==> config.mk <==
export PLATFORM = sky130hd
export DESIGN_NAME = touch_key_press_classifier_top
export DESIGN_NICKNAME = d
export VERILOG_FILES = /design/src/hw/rtl/tkpc_pkg.sv /design/src/hw/rtl/touch_key_press_classifier_top.sv
export SDC_FILE = /design/constraint.sdc
export NUM_CORES = 1
export LEC_CHECK = 0
export BUFFER_PORTS_ARGS = -buffer_cell sky130_fd_sc_hd__buf_2
export CORE_ASPECT_RATIO = 1.1
export CORE_MARGIN = 3
export CORE_UTILIZATION = 45
export CTS_CLUSTER_SIZE = 40
export DETAILED_ROUTE_END_ITERATION = 10
export GPL_TIMING_DRIVEN = 1
export HOLD_SLACK_MARGIN = 0.02
export PLACE_DENSITY_LB_ADDON = 0.12
export SKIP_CTS_REPAIR_TIMING = 1
export SYNTH_ARGS = -nofsm -noshare
export SYNTH_HDL_FRONTEND = slang
export SYNTH_SLANG_ARGS = --single-unit
==> constraint.sdc <==
create_clock -name clk -period 7.3 [get_ports clk]
set_input_delay 1.095 -clock clk [delete_from_list [all_inputs] [get_ports clk]]
set_output_delay 1.095 -clock clk [all_outputs]
set_load 0.02 [all_outputs]
==> src/hw/rtl/tkpc_pkg.sv <==
package tkpc_pkg;

  // Widths of the configuration registers and the tick counter.
  localparam int unsigned CntW = 16;

  // Reset values of the configuration registers.
  localparam logic [CntW-1:0] DebounceReset = 16'd20;
  localparam logic [CntW-1:0] LongPressReset = 16'd800;
  localparam logic ActiveHighReset = 1'b1;

  // Key phase, as reported on the result channel.
  typedef enum logic [1:0] {
    PH_IDLE     = 2'd0,
    PH_DEBOUNCE = 2'd1,
    PH_PRESSED  = 2'd2,
    PH_LONG     = 2'd3
  } tkpc_phase_t;

  // Event code given with every result.
  typedef enum logic [2:0] {
    EV_NONE       = 3'd0,
    EV_CLICK      = 3'd1,
    EV_LONG_START = 3'd2,
    EV_LONG_STOP  = 3'd3,
    EV_LONG_TICK  = 3'd4
  } tkpc_event_t;

  // Configuration register indexes.
  typedef enum logic [1:0] {
    CFG_DEBOUNCE   = 2'd0,
    CFG_LONG_PRESS = 2'd1,
    CFG_POLARITY   = 2'd2
  } tkpc_cfg_idx_t;

  // One tick request.
  typedef struct packed {
    logic pin_level;
    logic ready_req;
    logic light_enabled;
  } tkpc_in_t;

  // One result.
  typedef struct packed {
    logic [2:0] event_res;
    logic [1:0] phase;
  } tkpc_out_t;

endpackage

==> src/hw/rtl/touch_key_press_classifier_top.sv <==
// Touch key press classifier. Each tick request on the in_ channel yields exactly one
// result on the out_ channel: an event code (none, click, long start, long stop, long
// repeat tick) and the key phase after that tick. A request is latched into an input
// register. When the output register is free or being drained, the phase machine and
// tick counter are updated and the result is loaded into an output register. One
// request is taken every cycle while results are drained; out_stall holds back both
// registers in turn. Configuration writes are always taken (cfg_ready is high) and
// must be issued only while no request is in flight.
module touch_key_press_classifier_top
  import tkpc_pkg::*;
(
  input  logic       clk,
  input  logic       rst_n,
  input  logic       in_valid,
  output logic       in_stall,
  input  tkpc_in_t   in_data,
  output logic       out_valid,
  input  logic       out_stall,
  output tkpc_out_t  out_data,
  input  logic       cfg_valid,
  output logic       cfg_ready,
  input  logic [1:0] cfg_index,
  input  logic [CntW-1:0] cfg_data
);

  // Configuration registers.
  logic [CntW-1:0] debounce_ticks_r;
  logic [CntW-1:0] long_press_ticks_r;
  logic            active_high_r;

  // Key state.
  tkpc_phase_t     phase_r, phase_nxt;
  logic [CntW-1:0] tick_count_r, tick_count_nxt;
  logic            dimming_r, dimming_nxt;

  // Pipeline registers.
  logic        s1_vld_r;
  tkpc_in_t    s1_data_r;
  logic        out_vld_r;
  tkpc_out_t   out_data_r;
  tkpc_event_t event_nxt;

  logic            advance;
  logic            pressed;
  logic [CntW-1:0] cnt_inc;

  assign cfg_ready = 1'b1;

  // The input stage moves on when the result register is free or being drained.
  assign advance  = s1_vld_r && (!out_vld_r || !out_stall);
  assign in_stall = s1_vld_r && !advance;

  assign out_valid = out_vld_r;
  assign out_data  = out_data_r;

  // Pin polarity and the incremented counter.
  assign pressed = active_high_r ? s1_data_r.pin_level : !s1_data_r.pin_level;
  assign cnt_inc = tick_count_r + 1'b1;

  // Configuration writes.
  always_ff @(posedge clk) begin
    if (!rst_n) begin
      debounce_ticks_r   <= DebounceReset;
      long_press_ticks_r <= LongPressReset;
      active_high_r      <= ActiveHighReset;
    end else if (cfg_valid && cfg_ready) begin
      case (cfg_index)
        CFG_DEBOUNCE:   debounce_ticks_r   <= cfg_data;
        CFG_LONG_PRESS: long_press_ticks_r <= cfg_data;
        CFG_POLARITY:   active_high_r      <= cfg_data[0];
        default: ;
      endcase
    end
  end

  // Next phase, counter and dimming flag.
  always_comb begin
    phase_nxt      = phase_r;
    tick_count_nxt = tick_count_r;
    dimming_nxt    = dimming_r;
    if (s1_data_r.ready_req) begin
      case (phase_r)
        PH_IDLE: begin
          if (pressed) begin
            phase_nxt      = PH_DEBOUNCE;
            tick_count_nxt = '0;
          end
        end
        PH_DEBOUNCE: begin
          tick_count_nxt = cnt_inc;
          if (!pressed) begin
            phase_nxt      = PH_IDLE;
            tick_count_nxt = '0;
          end else if (cnt_inc >= debounce_ticks_r) begin
            phase_nxt      = PH_PRESSED;
            tick_count_nxt = '0;
          end
        end
        PH_PRESSED: begin
          tick_count_nxt = cnt_inc;
          if (!pressed) begin
            phase_nxt      = PH_IDLE;
            tick_count_nxt = '0;
            dimming_nxt    = 1'b0;
          end else if (cnt_inc >= long_press_ticks_r) begin
            phase_nxt      = PH_LONG;
            tick_count_nxt = '0;
            dimming_nxt    = s1_data_r.light_enabled;
          end
        end
        PH_LONG: begin
          if (!pressed) begin
            phase_nxt      = PH_IDLE;
            tick_count_nxt = '0;
            dimming_nxt    = 1'b0;
          end
        end
        default: ;
      endcase
    end
  end

  // Event for this tick.
  always_comb begin
    event_nxt = EV_NONE;
    if (s1_data_r.ready_req) begin
      case (phase_r)
        PH_PRESSED: begin
          if (!pressed) begin
            event_nxt = EV_CLICK;
          end else if (cnt_inc >= long_press_ticks_r) begin
            event_nxt = s1_data_r.light_enabled ? EV_LONG_START : EV_CLICK;
          end
        end
        PH_LONG: begin
          if (!pressed) begin
            event_nxt = EV_LONG_STOP;
          end else if (dimming_r) begin
            event_nxt = EV_LONG_TICK;
          end
        end
        default: event_nxt = EV_NONE;
      endcase
    end
  end

  // Control state: valid flags and the key state.
  always_ff @(posedge clk) begin
    if (!rst_n) begin
      s1_vld_r     <= 1'b0;
      out_vld_r    <= 1'b0;
      phase_r      <= PH_IDLE;
      tick_count_r <= '0;
      dimming_r    <= 1'b0;
    end else begin
      if (!in_stall) begin
        s1_vld_r <= in_valid;
      end
      if (advance) begin
        out_vld_r    <= 1'b1;
        phase_r      <= phase_nxt;
        tick_count_r <= tick_count_nxt;
        dimming_r    <= dimming_nxt;
      end else if (!out_stall) begin
        out_vld_r <= 1'b0;
      end
    end
  end

  // Payload registers.
  always_ff @(posedge clk) begin
    if (!in_stall) begin
      s1_data_r <= in_data;
    end
    if (advance) begin
      out_data_r.event_res <= event_nxt;
      out_data_r.phase     <= phase_nxt;
    end
  end

endmodule

==> results_dict.tcl <==
set metrics [dict create \
    status "completed" \
    syn_nets 479 \
    netlist-cell-type-count 48 \
    seq_area_frac_synth_pct 37.13 \
    wl_met2_mm 3.475 \
    cp_data_required_time_ns 7.52 \
    final_nets 508 \
    route.vias.total 2868 \
    power_w 0.0006981 \
    ys_ff_latch 62 \
    rsz0062_at_grt "false" \
    p_leak_nw 1.705 \
    layout_common_cells "nand2_1, dfxtp_1, ha_1, inv_1, buf_2" \
    num_rows 33 \
    ant_nets 0 \
    clk_pin_slew_worst_paths_ns 0.07 \
    dr_wl_met3_um 188 \
    cp.arrival_ns 3.86 \
    gr-usage-all-layers_pct 18.41 \
    synth_edf_count 8 \
    max_cap_violations 0 \
    min_path_type "reg2reg" \
    ir_worst_vdd_v 0.00009749 \
    timing.final.crit_share_pct 49.81 \
    crit_fanout 17 \
    io_pins 34 \
    cts_root_buffer "clkbuf_8" \
    grt_pass1_wl_mm 13.32 \
    clk_latency_ns 0.34 \
    final_hold_viol_count 0 \
    grt_max_degree 42 \
    n_antenna_cell 0 \
    path_cells "and3_1 -> and3_1 -> and3_1 -> and3_1 -> nor2b_1 -> or2_2 -> ha_1 -> nand4_1 -> or4_1 -> o32a_1 -> nand3_2 -> o22ai_4 -> a31oi_1 -> mux2i_1" \
    slowest_stage "or4_1" \
    post_dp_cell_area_um2 3792 \
    max-slew-margin-rel_pct 20.35 \
    fin_ws_ns 3.664 \
    clock.fmax_ghz 0.2750 \
    grt_overflow_total 0 \
    drive_above_1_share_pct 13.59 \
    synth_area_um2 3558 \
    endpoint_kind "flop" \
    core-area_um2 7556 \
    port_buffers 32 \
    avgSynthCellArea_um2 8.574 \
    die_area_um2 9012 \
    fin_tns_setup_ns 0 \
    worstMarginPinSlew_ns 1.192 \
    crit_buf_inv 0 \
    cts_buffer_depth 2 \
    period_needed_ns 3.636 \
    p_clk_share_pct 39.1 \
    whs_ns 0.4671 \
    cp_common_cell "and3_1" \
    p_int_w 0.0005197 \
    mostFrequentLayoutCell "nand2_1" \
    area_growth_pct 11.57 \
    cts_inserted_buffers 9 \
    drc_errors 0 \
    power_density_nw_per_um2 175.8 \
    start_util_pct 47.09 \
    pwr-share-comb_pct 9.1 \
    seqPwrFrac_pct 51.7 \
    design_area_um2 3970 \
    cts_tree "built" \
    synthFlopType "dfxtp_1" \
    antenna_found_initial 0 \
    dp_slack_ns 3.690 \
    clock_sinks 62 \
    crit_path_start_kind "flop" \
    nFillCells 754 \
    grt_pass1_vias 2782 \
    first_pass_iters 4 \
    avgRoutedWirePerCell_um 13.93 \
    maxSlewViolCount 0 \
    wl_met1_mm 3.886 \
    die-height_um 99.27 \
    p_sw_share_pct 25.55 \
    gp_congestion 0.8057 \
    dr.max_layer_used "met4" \
    vias_per_cell 5.177 \
    cts.htree.levels 3 \
    drtIter0Drc 91 \
    setup_violations 0 \
    dpl.hpwl_mm 5.786 \
    path_class "reg2reg" \
    synth_cells 415 \
    clock_skew_ns 0.008072 \
    routed_wl_mm 7.719 \
    critical_path.top_delay_family "simple AND/OR/NAND/NOR gates" \
    die_x_um 90.79 \
    max_stage_delay_ns 0.54 \
    yosys_warnings 0 \
    synth-async-reset-ratio_pct 0 \
    power.switching_w 0.0001784 \
]
==> stage by stage <==
stage                     utilization, %  cells
after global routing               52.54    554
after floorplan                        -    415
final                              52.54    554
after global placement             50.19    538
after CTS                          52.54    554
after detailed placement           50.19    538
==> per-layer routing <==
layer	GRT usage, %	up-vias
li1	-	1497
met1	25.94	1321
met2	27.84	34
met3	3.101	16
met4	8.121	0
met5	0	-
==> power groups by stage <==
stage / logic (W) / clock network, W / registers [W]
floorplan: 0.0000414 / 0 / 0.000369
global placement: 0.0000626 / 0 / 0.000369
detailed placement: 0.0000636 / 0 / 0.000369
CTS: 0.0000640 / 0.000281 / 0.000361
global route: 0.0000729 / 0.000298 / 0.000362
finish: 0.0000637 / 0.000273 / 0.000361
==> cell usage after synthesis, types with 9 or more instances <==
cell type,n,area share [%]
clkbuf_1,11,1.2
ha_1,38,13
dfxtp_1,54,30
a32o_1,11,3.1
nand3_1,10,1.4
inv_1,34,3.6
nor2_1,14,1.5
nand2_1,87,9.2
o211ai_1,9,1.9
a21boi_0,28,5.9
o21ai_0,12,1.7
a21oi_1,16,2.3
==> final cells by class <==
class / count / area, µm² / share of cell area [%]
clock buffers: 12 / 155.1 / 3.908
flip-flops and latches: 62 / 1321 / 33.28
multi-input cells: 304 / 2044 / 51.50
well taps: 105 / 131.4 / 3.309
repair buffers: 33 / 167.7 / 4.223
inverters: 34 / 127.6 / 3.215
clock inverters: 4 / 22.52 / 0.5673
==> logic make-up (layout without fill, tap and decap cells) <==
| family | Yosys count | in the layout | share of synthesized area (%) |
|---|---|---|---|
| AND/OR/NAND/NOR | 152 | 152 | 19.80 |
| AO/OA/AOI/OAI | 97 | 97 | 19.87 |
| flip-flops | 62 | 62 | 37.13 |
| buffers and inverters | 49 | 83 | 5.556 |
| adder cells (fa/ha/maj) | 38 | 38 | 13.36 |
| XOR/XNOR | 13 | 13 | 3.200 |
| multiplexers | 3 | 3 | 0.9844 |
| other | 1 | 1 | 0.1054 |
==> state kept, by name (all words and copies together), names as in the netlist <==
register	count
tick_count_r	16
out_valid	1
long_press_ticks_r	16
dimming_r	1
s1_data_r	3
s1_vld_r	1
phase_r	2
active_high_r	1
out_data	5
debounce_ticks_r	16
==> path summary, 6_finish.rpt <==
path / from / slack, ns / depth (start not counted) / end
max reg2reg: tick_count_r[2]$_SDFFE_PN0P_ / 3.66 / 14 / tick_count_r[2]$_SDFFE_PN0P_
max: tick_count_r[2]$_SDFFE_PN0P_ / 3.66 / 14 / tick_count_r[2]$_SDFFE_PN0P_
min reg2reg: debounce_ticks_r[5]$_SDFFE_PN0P_ / 0.47 / 2 / debounce_ticks_r[5]$_SDFFE_PN0P_
min: debounce_ticks_r[5]$_SDFFE_PN0P_ / 0.47 / 2 / debounce_ticks_r[5]$_SDFFE_PN0P_
==> tightest hold or removal path, delay by kind of cell, from the launching register on <==
kind | cells | cell delay [ns]
flip-flops | 1 | 0.31
AO/OA/AOI/OAI | 1 | 0.06
AND/OR/NAND/NOR | 1 | 0.05
(Power assumes the default switching activity.)
